**config.mk**
```make
export PLATFORM = sky130hd
export DESIGN_NAME = ir_beacon_servo_seek
export DESIGN_NICKNAME = d
export VERILOG_FILES = /design/src/sv/irbs_pkg.sv /design/src/sv/ir_beacon_servo_seek.sv /design/src/sv/irbs_cfg_regs.sv /design/src/sv/irbs_classify.sv /design/src/sv/irbs_seek_core.sv
export SDC_FILE = /design/constraint.sdc
export NUM_CORES = 1
export LEC_CHECK = 0
export BUFFER_PORTS_ARGS = -buffer_cell sky130_fd_sc_hd__buf_2
export CAP_MARGIN = 10
export CELL_PAD_IN_SITES_DETAIL_PLACEMENT = 1
export CELL_PAD_IN_SITES_GLOBAL_PLACEMENT = 1
export CORE_MARGIN = 10
export CORE_UTILIZATION = 40
export DETAILED_ROUTE_END_ITERATION = 10
export GPL_TIMING_DRIVEN = 1
export PLACE_DENSITY_LB_ADDON = 0.1
export RECOVER_POWER = 25
export SLEW_MARGIN = 10
export SYNTH_ARGS = -nofsm -noshare
export SYNTH_HDL_FRONTEND = slang
export SYNTH_SLANG_ARGS = --single-unit
```
**constraint.sdc**
```tcl
create_clock -name i_clk -period 11.3 [get_ports i_clk]
set_clock_uncertainty 0.05 [all_clocks]
set_input_delay 2.26 -clock i_clk [delete_from_list [all_inputs] [get_ports i_clk]]
set_output_delay 2.26 -clock i_clk [all_outputs]
set_load 0.005 [all_outputs]
```
**src/sv/irbs_pkg.sv**
```systemverilog
// Shared constants for the IR beacon servo seek block: command, class and code
// values, configuration register indexes and register reset values.
// No dependencies.
`default_nettype none

package irbs_pkg;

    localparam int LEVEL_BITS_DEF = 10;
    localparam int WIDTH_BITS_DEF = 12;

    localparam int CMD_BITS   = 2;
    localparam int CLASS_BITS = 2;
    localparam int CODE_BITS  = 2;
    localparam int MODE_BITS  = 3;
    localparam int STEP_BITS  = 8;
    localparam int CFG_INDEX_BITS = 3;

    localparam logic [CMD_BITS-1:0] CMD_SAMPLE = 2'd0;
    localparam logic [CMD_BITS-1:0] CMD_TICK   = 2'd1;
    localparam logic [CMD_BITS-1:0] CMD_START  = 2'd2;
    localparam logic [CMD_BITS-1:0] CMD_STOP   = 2'd3;

    localparam logic [CLASS_BITS-1:0] CLASS_NONE = 2'd0;
    localparam logic [CLASS_BITS-1:0] CLASS_BOT  = 2'd1;
    localparam logic [CLASS_BITS-1:0] CLASS_GOAL = 2'd2;

    localparam logic [CODE_BITS-1:0] CODE_NONE  = 2'd0;
    localparam logic [CODE_BITS-1:0] CODE_BOTH  = 2'd1;
    localparam logic [CODE_BITS-1:0] CODE_LEFT  = 2'd2;
    localparam logic [CODE_BITS-1:0] CODE_RIGHT = 2'd3;

    localparam logic [CFG_INDEX_BITS-1:0] REG_BOT_LOW   = 3'd0;
    localparam logic [CFG_INDEX_BITS-1:0] REG_BOT_HIGH  = 3'd1;
    localparam logic [CFG_INDEX_BITS-1:0] REG_GOAL_LOW  = 3'd2;
    localparam logic [CFG_INDEX_BITS-1:0] REG_GOAL_HIGH = 3'd3;
    localparam logic [CFG_INDEX_BITS-1:0] REG_WIDTH_MIN = 3'd4;
    localparam logic [CFG_INDEX_BITS-1:0] REG_WIDTH_MAX = 3'd5;
    localparam logic [CFG_INDEX_BITS-1:0] REG_WIDTH_HOME = 3'd6;
    localparam logic [CFG_INDEX_BITS-1:0] REG_WIDTH_STEP = 3'd7;

    localparam int BOT_LOW_RST    = 240;
    localparam int BOT_HIGH_RST   = 320;
    localparam int GOAL_LOW_RST   = 425;
    localparam int GOAL_HIGH_RST  = 515;
    localparam int WIDTH_MIN_RST  = 590;
    localparam int WIDTH_MAX_RST  = 1500;
    localparam int WIDTH_HOME_RST = 1485;
    localparam int WIDTH_STEP_RST = 10;

endpackage

`default_nettype wire

```
**src/sv/ir_beacon_servo_seek.sv**
```systemverilog
// Top level of the IR beacon servo seek block: input beat register, output valid
// and packing. Depends on irbs_pkg, irbs_cfg_regs and irbs_seek_core.
//
//  Channel   Direction  Handshake              Payload
//  s         in         i_s_tvalid/o_s_tready  tuser command, tdata sensor levels etc.
//  m         out        o_m_tvalid/i_m_tready  tdata servo width, mode, code, flags
//  cfg       in         i_cfg_valid/o_cfg_ready i_cfg_index, i_cfg_data
//
// One beat is accepted every cycle while the output is not stalled; its result passes through
// the input register followed by the state and result registers.
// Reset restores the configuration defaults and the seek state; no clearing pass.
// A stalled output holds the state; the input register keeps taking a beat while the
// result waits, and further beats wait until the result is taken.
`default_nettype none

module ir_beacon_servo_seek #(
    parameter int LEVEL_BITS = irbs_pkg::LEVEL_BITS_DEF,
    parameter int WIDTH_BITS = irbs_pkg::WIDTH_BITS_DEF,
    parameter int IN_BYTES   = (2 * LEVEL_BITS + 3 + 7) / 8,
    parameter int OUT_BYTES  = (WIDTH_BITS + 8 + 7) / 8,
    parameter int DATA_BITS  = (WIDTH_BITS > LEVEL_BITS) ? WIDTH_BITS : LEVEL_BITS
) (
    input  wire logic                                i_clk,
    input  wire logic                                i_rst_n,
    input  wire logic                                i_s_tvalid,
    output logic                                     o_s_tready,
    // tdata: left_level, right_level, target_select, park_low, zero fill
    input  wire logic [8*IN_BYTES-1:0]               i_s_tdata,
    // tuser: command
    input  wire logic [irbs_pkg::CMD_BITS-1:0]       i_s_tuser,
    output logic                                     o_m_tvalid,
    input  wire logic                                i_m_tready,
    // tdata: servo_width, servo_update, mode, sensed_code, sense_changed,
    // deploy_request, zero fill
    output logic [8*OUT_BYTES-1:0]                   o_m_tdata,
    input  wire logic                                i_cfg_valid,
    output logic                                     o_cfg_ready,
    input  wire logic [irbs_pkg::CFG_INDEX_BITS-1:0] i_cfg_index,
    input  wire logic [DATA_BITS-1:0]                i_cfg_data
);

    localparam int OUT_USED = WIDTH_BITS + 8;

    logic                            r_in_valid;
    logic [irbs_pkg::CMD_BITS-1:0]   r_command;
    logic [LEVEL_BITS-1:0]           r_left, r_right;
    logic [1:0]                      r_tsel;
    logic                            r_park;
    logic                            r_out_valid;
    logic                            advance;
    logic                            s_take;

    logic [LEVEL_BITS-1:0]           bot_low, bot_high, goal_low, goal_high;
    logic [WIDTH_BITS-1:0]           width_min, width_max, width_home;
    logic [irbs_pkg::STEP_BITS-1:0]  width_step;

    logic [WIDTH_BITS-1:0]           servo_width;
    logic                            servo_update, sense_changed, deploy_request;
    logic [irbs_pkg::MODE_BITS-1:0]  mode;
    logic [irbs_pkg::CODE_BITS-1:0]  sensed_code;

    assign advance    = r_in_valid && (!r_out_valid || i_m_tready);
    assign o_s_tready = !r_in_valid || advance;
    assign s_take     = i_s_tvalid && o_s_tready;

    always_ff @(posedge i_clk) begin
        if (!i_rst_n) begin
            r_in_valid  <= 1'b0;
            r_out_valid <= 1'b0;
        end else begin
            if (s_take) begin
                r_in_valid <= 1'b1;
            end else if (advance) begin
                r_in_valid <= 1'b0;
            end
            if (advance) begin
                r_out_valid <= 1'b1;
            end else if (i_m_tready) begin
                r_out_valid <= 1'b0;
            end
        end
    end

    always_ff @(posedge i_clk) begin
        if (s_take) begin
            r_command <= i_s_tuser;
            r_left    <= i_s_tdata[LEVEL_BITS-1:0];
            r_right   <= i_s_tdata[2*LEVEL_BITS-1:LEVEL_BITS];
            r_tsel    <= i_s_tdata[2*LEVEL_BITS+1:2*LEVEL_BITS];
            r_park    <= i_s_tdata[2*LEVEL_BITS+2];
        end
    end

    irbs_cfg_regs #(
        .LEVEL_BITS (LEVEL_BITS),
        .WIDTH_BITS (WIDTH_BITS),
        .DATA_BITS  (DATA_BITS)
    ) u_cfg (
        .i_clk        (i_clk),
        .i_rst_n      (i_rst_n),
        .i_cfg_valid  (i_cfg_valid),
        .o_cfg_ready  (o_cfg_ready),
        .i_cfg_index  (i_cfg_index),
        .i_cfg_data   (i_cfg_data),
        .o_bot_low    (bot_low),
        .o_bot_high   (bot_high),
        .o_goal_low   (goal_low),
        .o_goal_high  (goal_high),
        .o_width_min  (width_min),
        .o_width_max  (width_max),
        .o_width_home (width_home),
        .o_width_step (width_step)
    );

    irbs_seek_core #(
        .LEVEL_BITS (LEVEL_BITS),
        .WIDTH_BITS (WIDTH_BITS)
    ) u_core (
        .i_clk            (i_clk),
        .i_rst_n          (i_rst_n),
        .i_advance        (advance),
        .i_command        (r_command),
        .i_left_level     (r_left),
        .i_right_level    (r_right),
        .i_target_select  (r_tsel),
        .i_park_low       (r_park),
        .i_bot_low        (bot_low),
        .i_bot_high       (bot_high),
        .i_goal_low       (goal_low),
        .i_goal_high      (goal_high),
        .i_width_min      (width_min),
        .i_width_max      (width_max),
        .i_width_home     (width_home),
        .i_width_step     (width_step),
        .o_servo_width    (servo_width),
        .o_servo_update   (servo_update),
        .o_mode           (mode),
        .o_sensed_code    (sensed_code),
        .o_sense_changed  (sense_changed),
        .o_deploy_request (deploy_request)
    );

    assign o_m_tvalid = r_out_valid;
    assign o_m_tdata  = {(8*OUT_BYTES-OUT_USED)'(0), deploy_request, sense_changed,
                         sensed_code, mode, servo_update, servo_width};

endmodule

`default_nettype wire

```
**src/sv/irbs_cfg_regs.sv**
```systemverilog
// Configuration register file of the IR beacon servo seek block.
// Depends on irbs_pkg for register indexes and reset values.
`default_nettype none

module irbs_cfg_regs #(
    parameter int LEVEL_BITS = irbs_pkg::LEVEL_BITS_DEF,
    parameter int WIDTH_BITS = irbs_pkg::WIDTH_BITS_DEF,
    parameter int DATA_BITS  = (WIDTH_BITS > LEVEL_BITS) ? WIDTH_BITS : LEVEL_BITS
) (
    input  wire logic                                i_clk,
    input  wire logic                                i_rst_n,
    input  wire logic                                i_cfg_valid,
    output logic                                     o_cfg_ready,
    input  wire logic [irbs_pkg::CFG_INDEX_BITS-1:0] i_cfg_index,
    input  wire logic [DATA_BITS-1:0]                i_cfg_data,
    output logic [LEVEL_BITS-1:0]                    o_bot_low,
    output logic [LEVEL_BITS-1:0]                    o_bot_high,
    output logic [LEVEL_BITS-1:0]                    o_goal_low,
    output logic [LEVEL_BITS-1:0]                    o_goal_high,
    output logic [WIDTH_BITS-1:0]                    o_width_min,
    output logic [WIDTH_BITS-1:0]                    o_width_max,
    output logic [WIDTH_BITS-1:0]                    o_width_home,
    output logic [irbs_pkg::STEP_BITS-1:0]           o_width_step
);

    logic [LEVEL_BITS-1:0]          r_bot_low, r_bot_high, r_goal_low, r_goal_high;
    logic [WIDTH_BITS-1:0]          r_width_min, r_width_max, r_width_home;
    logic [irbs_pkg::STEP_BITS-1:0] r_width_step;
    logic                           wr;

    assign o_cfg_ready = 1'b1;
    assign wr = i_cfg_valid;

    always_ff @(posedge i_clk) begin
        if (!i_rst_n) begin
            r_bot_low    <= LEVEL_BITS'(irbs_pkg::BOT_LOW_RST);
            r_bot_high   <= LEVEL_BITS'(irbs_pkg::BOT_HIGH_RST);
            r_goal_low   <= LEVEL_BITS'(irbs_pkg::GOAL_LOW_RST);
            r_goal_high  <= LEVEL_BITS'(irbs_pkg::GOAL_HIGH_RST);
            r_width_min  <= WIDTH_BITS'(irbs_pkg::WIDTH_MIN_RST);
            r_width_max  <= WIDTH_BITS'(irbs_pkg::WIDTH_MAX_RST);
            r_width_home <= WIDTH_BITS'(irbs_pkg::WIDTH_HOME_RST);
            r_width_step <= irbs_pkg::STEP_BITS'(irbs_pkg::WIDTH_STEP_RST);
        end else if (wr) begin
            case (i_cfg_index)
                irbs_pkg::REG_BOT_LOW:    r_bot_low    <= i_cfg_data[LEVEL_BITS-1:0];
                irbs_pkg::REG_BOT_HIGH:   r_bot_high   <= i_cfg_data[LEVEL_BITS-1:0];
                irbs_pkg::REG_GOAL_LOW:   r_goal_low   <= i_cfg_data[LEVEL_BITS-1:0];
                irbs_pkg::REG_GOAL_HIGH:  r_goal_high  <= i_cfg_data[LEVEL_BITS-1:0];
                irbs_pkg::REG_WIDTH_MIN:  r_width_min  <= i_cfg_data[WIDTH_BITS-1:0];
                irbs_pkg::REG_WIDTH_MAX:  r_width_max  <= i_cfg_data[WIDTH_BITS-1:0];
                irbs_pkg::REG_WIDTH_HOME: r_width_home <= i_cfg_data[WIDTH_BITS-1:0];
                irbs_pkg::REG_WIDTH_STEP: begin
                    r_width_step <= i_cfg_data[irbs_pkg::STEP_BITS-1:0];
                end
                default: begin
                end
            endcase
        end
    end

    assign o_bot_low    = r_bot_low;
    assign o_bot_high   = r_bot_high;
    assign o_goal_low   = r_goal_low;
    assign o_goal_high  = r_goal_high;
    assign o_width_min  = r_width_min;
    assign o_width_max  = r_width_max;
    assign o_width_home = r_width_home;
    assign o_width_step = r_width_step;

endmodule

`default_nettype wire

```
**src/sv/irbs_classify.sv**
```systemverilog
// Sensor level classifier: tests one level against the bot and goal windows.
// Depends on irbs_pkg for the class codes.
`default_nettype none

module irbs_classify #(
    parameter int LEVEL_BITS = irbs_pkg::LEVEL_BITS_DEF
) (
    input  wire logic [LEVEL_BITS-1:0]           i_level,
    input  wire logic [LEVEL_BITS-1:0]           i_bot_low,
    input  wire logic [LEVEL_BITS-1:0]           i_bot_high,
    input  wire logic [LEVEL_BITS-1:0]           i_goal_low,
    input  wire logic [LEVEL_BITS-1:0]           i_goal_high,
    output logic [irbs_pkg::CLASS_BITS-1:0]      o_class
);

    logic in_bot, in_goal;

    assign in_bot  = (i_level >= i_bot_low) && (i_level <= i_bot_high);
    assign in_goal = (i_level >= i_goal_low) && (i_level <= i_goal_high);

    // The bot window takes precedence when the windows overlap.
    always_comb begin
        if (in_bot) begin
            o_class = irbs_pkg::CLASS_BOT;
        end else if (in_goal) begin
            o_class = irbs_pkg::CLASS_GOAL;
        end else begin
            o_class = irbs_pkg::CLASS_NONE;
        end
    end

endmodule

`default_nettype wire

```
**src/sv/irbs_seek_core.sv**
```systemverilog
// Seek state machine: combines the sensor classes, moves the mode, steps the
// servo width and holds the result fields. Depends on irbs_pkg and irbs_classify.
`default_nettype none

module irbs_seek_core #(
    parameter int LEVEL_BITS = irbs_pkg::LEVEL_BITS_DEF,
    parameter int WIDTH_BITS = irbs_pkg::WIDTH_BITS_DEF
) (
    input  wire logic                               i_clk,
    input  wire logic                               i_rst_n,
    input  wire logic                               i_advance,
    input  wire logic [irbs_pkg::CMD_BITS-1:0]      i_command,
    input  wire logic [LEVEL_BITS-1:0]              i_left_level,
    input  wire logic [LEVEL_BITS-1:0]              i_right_level,
    input  wire logic [1:0]                         i_target_select,
    input  wire logic                               i_park_low,
    input  wire logic [LEVEL_BITS-1:0]              i_bot_low,
    input  wire logic [LEVEL_BITS-1:0]              i_bot_high,
    input  wire logic [LEVEL_BITS-1:0]              i_goal_low,
    input  wire logic [LEVEL_BITS-1:0]              i_goal_high,
    input  wire logic [WIDTH_BITS-1:0]              i_width_min,
    input  wire logic [WIDTH_BITS-1:0]              i_width_max,
    input  wire logic [WIDTH_BITS-1:0]              i_width_home,
    input  wire logic [irbs_pkg::STEP_BITS-1:0]     i_width_step,
    output logic [WIDTH_BITS-1:0]                   o_servo_width,
    output logic                                    o_servo_update,
    output logic [irbs_pkg::MODE_BITS-1:0]          o_mode,
    output logic [irbs_pkg::CODE_BITS-1:0]          o_sensed_code,
    output logic                                    o_sense_changed,
    output logic                                    o_deploy_request
);

    typedef enum logic [irbs_pkg::MODE_BITS-1:0] {
        MODE_OFF     = 3'd0,
        MODE_ACTIVE  = 3'd1,
        MODE_LEFT    = 3'd2,
        MODE_RIGHT   = 3'd3,
        MODE_ALIGNED = 3'd4
    } t_mode;

    t_mode                            r_mode, n_mode;
    logic [1:0]                       r_target, n_target;
    logic [WIDTH_BITS-1:0]            r_width, n_width;
    logic                             r_down, n_down;
    logic [irbs_pkg::CODE_BITS-1:0]   r_last, n_last;
    logic                             r_update, n_update;
    logic                             r_changed, n_changed;
    logic                             r_deploy, n_deploy;

    logic [irbs_pkg::CLASS_BITS-1:0]  left_class, right_class;
    logic [irbs_pkg::CODE_BITS-1:0]   code;
    logic                             dir_down;
    logic [WIDTH_BITS:0]              w_up;
    logic [WIDTH_BITS-1:0]            w_dn;
    logic                             w_neg;
    logic                             hit_max, hit_min;
    logic [WIDTH_BITS-1:0]            w_next;
    logic                             ticking;

    irbs_classify #(.LEVEL_BITS(LEVEL_BITS)) u_left (
        .i_level     (i_left_level),
        .i_bot_low   (i_bot_low),
        .i_bot_high  (i_bot_high),
        .i_goal_low  (i_goal_low),
        .i_goal_high (i_goal_high),
        .o_class     (left_class)
    );

    irbs_classify #(.LEVEL_BITS(LEVEL_BITS)) u_right (
        .i_level     (i_right_level),
        .i_bot_low   (i_bot_low),
        .i_bot_high  (i_bot_high),
        .i_goal_low  (i_goal_low),
        .i_goal_high (i_goal_high),
        .o_class     (right_class)
    );

    // A zero-frequency target matches two sensors that both see nothing.
    always_comb begin
        if ((left_class == right_class) && (right_class == r_target)) begin
            code = irbs_pkg::CODE_BOTH;
        end else if ((left_class != irbs_pkg::CLASS_NONE) && (left_class == r_target)) begin
            code = irbs_pkg::CODE_LEFT;
        end else if ((right_class != irbs_pkg::CLASS_NONE) && (right_class == r_target)) begin
            code = irbs_pkg::CODE_RIGHT;
        end else begin
            code = irbs_pkg::CODE_NONE;
        end
    end

    assign ticking = (r_mode == MODE_ACTIVE) || (r_mode == MODE_LEFT) || (r_mode == MODE_RIGHT);

    always_comb begin
        if (r_mode == MODE_LEFT) begin
            dir_down = 1'b1;
        end else if (r_mode == MODE_RIGHT) begin
            dir_down = 1'b0;
        end else begin
            dir_down = r_down;
        end
    end

    // The step is taken without wrapping; the maximum limit wins over the minimum.
    assign w_up  = {1'b0, r_width} + (WIDTH_BITS+1)'(i_width_step);
    assign w_dn  = r_width - WIDTH_BITS'(i_width_step);
    assign w_neg = r_width < WIDTH_BITS'(i_width_step);

    always_comb begin
        if (dir_down) begin
            hit_max = !w_neg && (w_dn >= i_width_max);
            hit_min = w_neg || (w_dn <= i_width_min);
            w_next  = w_dn;
        end else begin
            hit_max = w_up >= {1'b0, i_width_max};
            hit_min = w_up <= {1'b0, i_width_min};
            w_next  = w_up[WIDTH_BITS-1:0];
        end
    end

    always_comb begin
        n_mode    = r_mode;
        n_target  = r_target;
        n_width   = r_width;
        n_down    = r_down;
        n_last    = r_last;
        n_update  = 1'b0;
        n_changed = 1'b0;
        n_deploy  = 1'b0;
        case (i_command)
            irbs_pkg::CMD_SAMPLE: begin
                n_last = code;
                if (code != r_last) begin
                    n_changed = 1'b1;
                    if (r_mode != MODE_OFF) begin
                        case (code)
                            irbs_pkg::CODE_BOTH: begin
                                n_mode   = MODE_ALIGNED;
                                n_deploy = (r_target == irbs_pkg::CLASS_BOT);
                            end
                            irbs_pkg::CODE_LEFT:  n_mode = MODE_LEFT;
                            irbs_pkg::CODE_RIGHT: n_mode = MODE_RIGHT;
                            default:              n_mode = MODE_ACTIVE;
                        endcase
                    end
                end
            end
            irbs_pkg::CMD_TICK: begin
                if (ticking) begin
                    n_update = 1'b1;
                    if (hit_max) begin
                        n_width = i_width_max;
                        n_down  = 1'b1;
                    end else if (hit_min) begin
                        n_width = i_width_min;
                        n_down  = 1'b0;
                    end else begin
                        n_width = w_next;
                        n_down  = dir_down;
                    end
                end
            end
            irbs_pkg::CMD_START: begin
                n_target = i_target_select;
                n_mode   = MODE_ACTIVE;
            end
            default: begin
                if (r_mode != MODE_OFF) begin
                    n_mode   = MODE_OFF;
                    n_target = irbs_pkg::CLASS_NONE;
                    n_width  = i_park_low ? i_width_min : i_width_home;
                    n_update = 1'b1;
                end
            end
        endcase
    end

    always_ff @(posedge i_clk) begin
        if (!i_rst_n) begin
            r_mode   <= MODE_OFF;
            r_target <= irbs_pkg::CLASS_BOT;
            r_width  <= WIDTH_BITS'(irbs_pkg::WIDTH_HOME_RST);
            r_down   <= 1'b0;
            r_last   <= irbs_pkg::CODE_NONE;
        end else if (i_advance) begin
            r_mode   <= n_mode;
            r_target <= n_target;
            r_width  <= n_width;
            r_down   <= n_down;
            r_last   <= n_last;
        end
    end

    always_ff @(posedge i_clk) begin
        if (i_advance) begin
            r_update  <= n_update;
            r_changed <= n_changed;
            r_deploy  <= n_deploy;
        end
    end

    assign o_servo_width    = r_width;
    assign o_servo_update   = r_update;
    assign o_mode           = r_mode;
    assign o_sensed_code    = r_last;
    assign o_sense_changed  = r_changed;
    assign o_deploy_request = r_deploy;

endmodule

`default_nettype wire

```
Yosys cells after proc, flatten, opt, wreduce, memory -nomap -nowiden
Cells that the tools add are included.
{"block": "totals", "ff_bits": 134, "wordCells": 142, "output_inout_bits": 27, "in_bits": 46}
{"block": "classes", "mux": 35, "eq_ne": 23, "addsub": 2, "bitwise": 3, "n_reduce_logical": 43, "order_cmp": 13}
{"op": "$mux 12", "n": 6}
{"op": "$ge 10x10->1", "n": 4}
{"op": "$le 10x10->1", "n": 4}
{"op": "$pmux 12 s2", "n": 1}
{"op": "$pmux 3 s3", "n": 2}
{"op": "$reduce_and 2->1", "n": 9}
{"op": "$mux 2", "n": 8}
{"op": "$add 12x8->13", "n": 1}
{"op": "$ge 13x12->1", "n": 1}
{"op": "$le 13x12->1", "n": 1}
{"op": "$mux 1", "n": 13}
{"op": "$eq 3x2->1 const B", "n": 4}
{"op": "$eq 3x3->1 const B", "n": 4}
{"op": "$ge 12x12->1", "n": 1}
{"op": "$le 12x12->1", "n": 1}
{"op": "$lt 12x8->1", "n": 1}
{"op": "$reduce_bool 2->1", "n": 6}
{"op": "$sub 12x8->12", "n": 1}
{"op": "$logic_and 1x1->1", "n": 10}
{"op": "$mux 3", "n": 3}
{"op": "$reduce_and 4->1", "n": 2}
{"op": "$eq 2x1->1 const B", "n": 3}
{"op": "$eq 2x2->1", "n": 3}
{"op": "$eq 2x2->1 const B", "n": 3}
{"op": "other kinds (14)", "n": 27}

Logic depth before layout (Yosys ltp)
{"block": "depth", "depth_word": 14, "mapped_depth": 21, "mapped_depth_nobuf": 20}

By module
A second synthesis with hierarchy kept.
{"block": "hier_totals", "cells_unflattened": 1114, "hier_area_um2": 9934.5}
{"mod": "irbs_seek_core", "area_each_um2": 3764.9, "cells_each": 492, "instances": 1, "seq_area_each_um2": 490.5}
{"mod": "irbs_cfg_regs", "area_each_um2": 3271.9, "cells_each": 312, "instances": 1, "seq_area_each_um2": 1681.6}
{"mod": "irbs_classify", "area_each_um2": 993.5, "cells_each": 134, "instances": 2, "seq_area_each_um2": 0.0}
{"mod": "ir_beacon_servo_seek", "area_each_um2": 910.9, "cells_each": 42, "instances": 1, "seq_area_each_um2": 790.8}

Least setup slack after synthesis
Ideal clock, no wire load.
{"block": "synth_timing", "path_type": "input-to-output", "from": "input i_m_tready", "to": "output o_s_tready", "setup_slack_ps": 6458, "required_ps": 8990, "t_arrival_ps": 2532, "cell_stages": 2, "path_buffers": 0, "path_cell_list": "nor2b_1 nand2_1"}
{"block": "synth_between", "elab_chain_cells": 3}
{"item": "from (decl)", "line_no": "ir_beacon_servo_seek.sv:32", "text": "input wire logic i_m_tready,"}
{"item": "$logic_or 1x1->1", "line_no": "ir_beacon_servo_seek.sv:62", "text": "assign advance = r_in_valid && (!r_out_valid || i_m_tready);"}
{"item": "$logic_and 1x1->1", "line_no": "ir_beacon_servo_seek.sv:62"}
{"item": "$logic_or 1x1->1", "line_no": "ir_beacon_servo_seek.sv:63", "text": "assign o_s_tready = !r_in_valid || advance;"}
{"item": "to (decl)", "line_no": "ir_beacon_servo_seek.sv:26", "text": "output logic o_s_tready,"}
No other way between the ends.

Worst setup path in the final report
{"block": "layout_timing", "from": "register u_core.r_width[1], in the netlist u_core.o_servo_width[1]", "to": "register u_core.r_width[6], in the netlist u_core.o_servo_width[6]"}
{"block": "layout_between", "elab_chain_cells": 8, "elab_cells_between_ends": 17, "classes_between": "2 x add/sub; 5 x order compare; 7 x mux; 3 x reduce/logical"}
{"item": "from (decl)", "line_no": "irbs_seek_core.sv:43", "text": "logic [WIDTH_BITS-1:0] r_width, n_width;"}
{"item": "from (signal assigned)", "line_no": "irbs_seek_core.sv:181", "text": "r_width <= WIDTH_BITS'(irbs_pkg::WIDTH_HOME_RST);"}
{"item": "from (signal assigned)", "line_no": "irbs_seek_core.sv:187", "text": "r_width <= n_width;"}
{"item": "$sub 12x8->12", "line_no": "irbs_seek_core.sv:105", "text": "assign w_dn = r_width - WIDTH_BITS'(i_width_step);"}
{"item": "$le 12x12->1", "line_no": "irbs_seek_core.sv:111", "text": "hit_min = w_neg || (w_dn <= i_width_min);"}
{"item": "$logic_or 1x1->1", "line_no": "irbs_seek_core.sv:111"}
{"item": "$mux 1", "line_no": "irbs_seek_core.sv:109", "text": "if (dir_down) begin"}
{"item": "$mux 12", "line_no": "irbs_seek_core.sv:153", "text": "end else if (hit_min) begin"}
{"item": "$mux 12 *", "line_no": "irbs_seek_core.sv:150", "text": "if (hit_max) begin"}
{"item": "$mux 12 *", "line_no": "irbs_seek_core.sv:148", "text": "if (ticking) begin"}
{"item": "$pmux 12 s2 *", "line_no": "irbs_seek_core.sv:129", "text": "case (i_command)"}
Every way passes the cells marked *; elsewhere a longest branch is shown, timed or not. The select of a mux whose other input is x is not followed.
A chain may end at the register's enable or synchronous reset.

==> summary.md <==
| Metric | Value |
|---|---|
| Status | `finished, violations left` |
| Failing checks | `capacitance limit, slew limit` |
| Pin count of the biggest net entering global routing | `82` |
| Comb pwr share | `0.143` |
| Crit path buf inv count | `0` |
| Pint | `972.8 uW` |
| Number of synthesized flops with an enable pin | `28` |
| Switch Pwr | `364.9 uW` |
| Relative slew slack | `-0.001472` |
| DRT iter0 DRCs | `370` |
| Finished Layout Cells | `between 1k and 1.5k` |
| Power Dens Cells | `123.8 nW/um^2` |
| Register area share after synthesis | `0.3068` |
| Register area | `2963 um^2` |
| Longest Clk Path Bufs | `2` |
| Critical Path End Type | `register` |
| Minimum clock period | `5.112 ns` |
| Post-Synth Simple-Gate Area | `0.1662` |
| CP max-delay cell | `o32a_1` |
| Worst slack at placement | `6.202 ns` |
| First-pass DRT Iterations | `5` |
| Number of nets in the layout | `1357` |
| Clock transition at path regs | `0.06 ns` |
| Setup Buffers After CTS | `0` |
| Clk root buf | `clkbuf_16` |
| Highest Clock Rate | `a little under 200 MHz` |
| Layout cells sized above 1 | `0.1097` |
| DP Cell Count | `approximately 1.5k` |
| IO Count | `73` |
| Syn avg cell area | `8.616 um^2` |
| Max Cap Viol | `1` |
| Filler cells | `~2.8k` |
| Main combinational cell family by area after synthesis | `compound AO/OA/AOI/OAI gates` |
| P_leak | `0.004662 uW` |
| Final period utilization | `0.4524` |
| Post-detail-place hpwl | `22880 um` |
| Mapped cell area | `9658 um^2` |
| Row count | `56` |
| CTS Hold Bufs | `0` |
| Port-buffer cells | `66` |
| DRC | `0` |
| Synth top area share | `0.2197` |
| Initial Utilization | `0.4090` |
| Cell accounting for the most synthesized area | `dfxtp_1` |
| Clk sinks | `134` |
| Hold WC Path Type | `reg -> reg` |
| Initial antenna violation count | `0` |
| GR Overflow Total | `0` |
| WS Path Type | `reg -> reg` |
| Asr flop ratio synth | `0` |
| Setup ws final | `6.188 ns` |
| Setup violations, final | `0` |
| Netlist cell types | `80` |
| Total power draw | `1338 uW` |
| RSZ-0062 raised after global routing | `false` |
| Die height | `175.4 um` |
| Clock Latency Late Sink | `0.43 ns` |
| Final slew viol count | `25` |
| Family with the most delay on the worst path | `compound AO/OA/AOI/OAI gates` |
| Die ar. | `30760 um^2` |
| Global Route Usage Sum | `0.1950` |
| Synth Flop Type | `dfxtp_1` |
| DR vias/cell | `5.510` |
| Sw Share | `0.2728` |
| Post-synthesis adder-cell area fraction | `0.1933` |
| Synthesis-stage register bit count | `134` |
| Commonest non-fill, non-tap cell in the layout | `nand2_1` |
| Final hold vios | `0` |
| CTS buffer count | `17` |
| Die Span X | `175.4 um` |
| Post-Route WL | `just under 30000 um` |
| Top cells by area, synth | `dfxtp_1 22%, ha_1 19%, edfxtp_1 8.7%, nand2_1 6.9%, a21boi_0 4.0%` |
| Gpl congestion | `slightly above 0.8` |
| Area Growth Syn to Fin | `11.84%` |
| Area of the multi-input gates | `between 6000 and 7000 um^2` |
| H-tree levels | `4` |
| Critical Path AT | `approximately 5.3 ns` |
| Yosys warnings | `0` |
| Resized Gates After CTS | `0` |
| Mapped Cells | `1121` |
| Synth Area in XOR/XNOR | `0.01995` |
| Max Fanout on Critical Path | `16` |
| Least-Margin Pin Slew | `1.502 ns` |
| # diodes | `0` |
| VDD IR max | `a little over 0.09 mV` |
| Mux contribution to synthesized area | `0.02811` |
| Required time of the worst setup path | `11.49 ns` |
| Vias | `just over 8k` |
| Commonest non-fill, non-tap cells in the layout | `178 x nand2_1, 146 x ha_1, 106 x dfxtp_1` |
| Vias in the first global route | `around 8.5k` |
| Worst hold margin | `0.4171 ns` |
| Core Area | `between 20000 and 25000 um^2` |
| Seq pwr share | `0.389` |
| Routed len/inst | `approximately 20 um` |
| CP Launch Type | `register` |
| Post-route ant nets | `0` |
| Critical path cell sequence | `ha_1 -> nor2b_1 -> o21a_1 -> o21a_1 -> o211ai_1 -> a21boi_0 -> o21ai_0 -> nand2_1 -> xnor2_1 -> ha_1 -> nand4_1 -> a21oi_1 -> a221o_1 -> a211oi_1 -> o32a_1 -> o21ai_0 -> a21oi_1 -> o311ai_1` |
| CP max stage delay | `just under 0.7 ns` |
| Clock share of power | `0.468` |
| First-pass GRT wire length | `47710 um` |
| Setup TNS | `0 ns` |
| CTS tree | `done` |
| Synth Area in Compound Gates | `0.2182` |
==> state kept, by name, summed over array words and instances (netlist names), 10 cells and up <==
signal	flops
u_cfg.o_goal_high	10
u_cfg.o_goal_low	10
u_cfg.o_bot_high	10
r_right	10
u_cfg.o_width_max	12
u_cfg.o_bot_low	10
u_cfg.o_width_min	12
u_core.o_servo_width	12
u_cfg.o_width_home	12
r_left	10
==> cell families after synthesis <==
logic type / after synthesis
mux: 27
buf+inv: 145
other cells: 2
flops: 134
compound gates: 298
simple gates: 345
xor+xnor: 22
fa+ha+maj: 148
==> cells in the mapped netlist (4+ instances only) <==
master and n:
nor2b_1 17, edfxtp_1 28, buf_4 16, and3_1 6
nand3_1 31, nor3_1 18, o21a_1 13, a21boi_0 52
nand4_1 15, mux2i_1 26, o21ai_1 5, xnor2_1 16
a32oi_1 5, a31oi_1 7, o211a_1 5, nor2_1 38
xor2_1 6, ha_1 146, nand2_1 178, inv_1 91
a21oi_1 58, o21ai_0 32, o2111ai_1 4, and4_1 5
o211ai_1 32, nand2b_1 16, a21o_1 31, clkbuf_1 30
dfxtp_1 106, a211oi_1 16
==> power groups by stage <==
stage               registers, uW  clock network [uW]  logic [uW]
global placement              531                   0         183
floorplan                     523                   0         138
global route                  522                 662         216
detailed placement            531                   0         189
finish                        521                 626         191
CTS                           520                 639         191
==> final timing paths <==
kind | from | endpoint | slack (ns) | depth (start not counted)
worst max-delay path | u_core.o_servo_width[1] | u_core.o_servo_width[6] | 6.19 | 18
worst min-delay path | u_cfg.o_bot_high[2] | u_cfg.o_bot_high[2] | 0.42 | 2
worst max register to register | u_core.o_servo_width[1] | u_core.o_servo_width[6] | 6.19 | 18
worst min register to register | u_cfg.o_bot_high[2] | u_cfg.o_bot_high[2] | 0.42 | 2
==> worst reg2reg max path, delay by kind of cell (launching register included) <==
kind	cells	cell delay (ns)
AOI/OAI and AO/OA	12	3.16
xor gates and xnor gates	1	0.24
adders and majority gates	2	0.60
DFF	1	0.53
and+or+nand+nor	3	0.36
==> per-layer routing <==
layer | wire length, um | track usage | vias up
met1 | 15250 | 0.2723 | 4028
met2 | 13230 | 0.3084 | 112
met3 | 901 | 0.03152 | 17
li1 | - | - | 4080
met5 | 0 | 0 | -
met4 | 249 | 0.04345 | 0
==> cell type report <==
type                       instances  area share
inverter                          91     0.03162
sequential                       134      0.2743
clock inverter                    14     0.02050
multi-input combinational        845      0.5612
timing repair buffer              74     0.03568
tap                              319     0.03695
clock buffer                      18     0.03973
==> metrics by stage <==
step / cell area (um^2) / utilization
floorplan: 9669 / -
global placement: 10160 / 0.4302
detailed placement: 10160 / 0.4302
CTS: 10810 / 0.4578
global route: 10800 / 0.4575
finish: 10800 / 0.4575
Power figures use the tool's default switching activity.
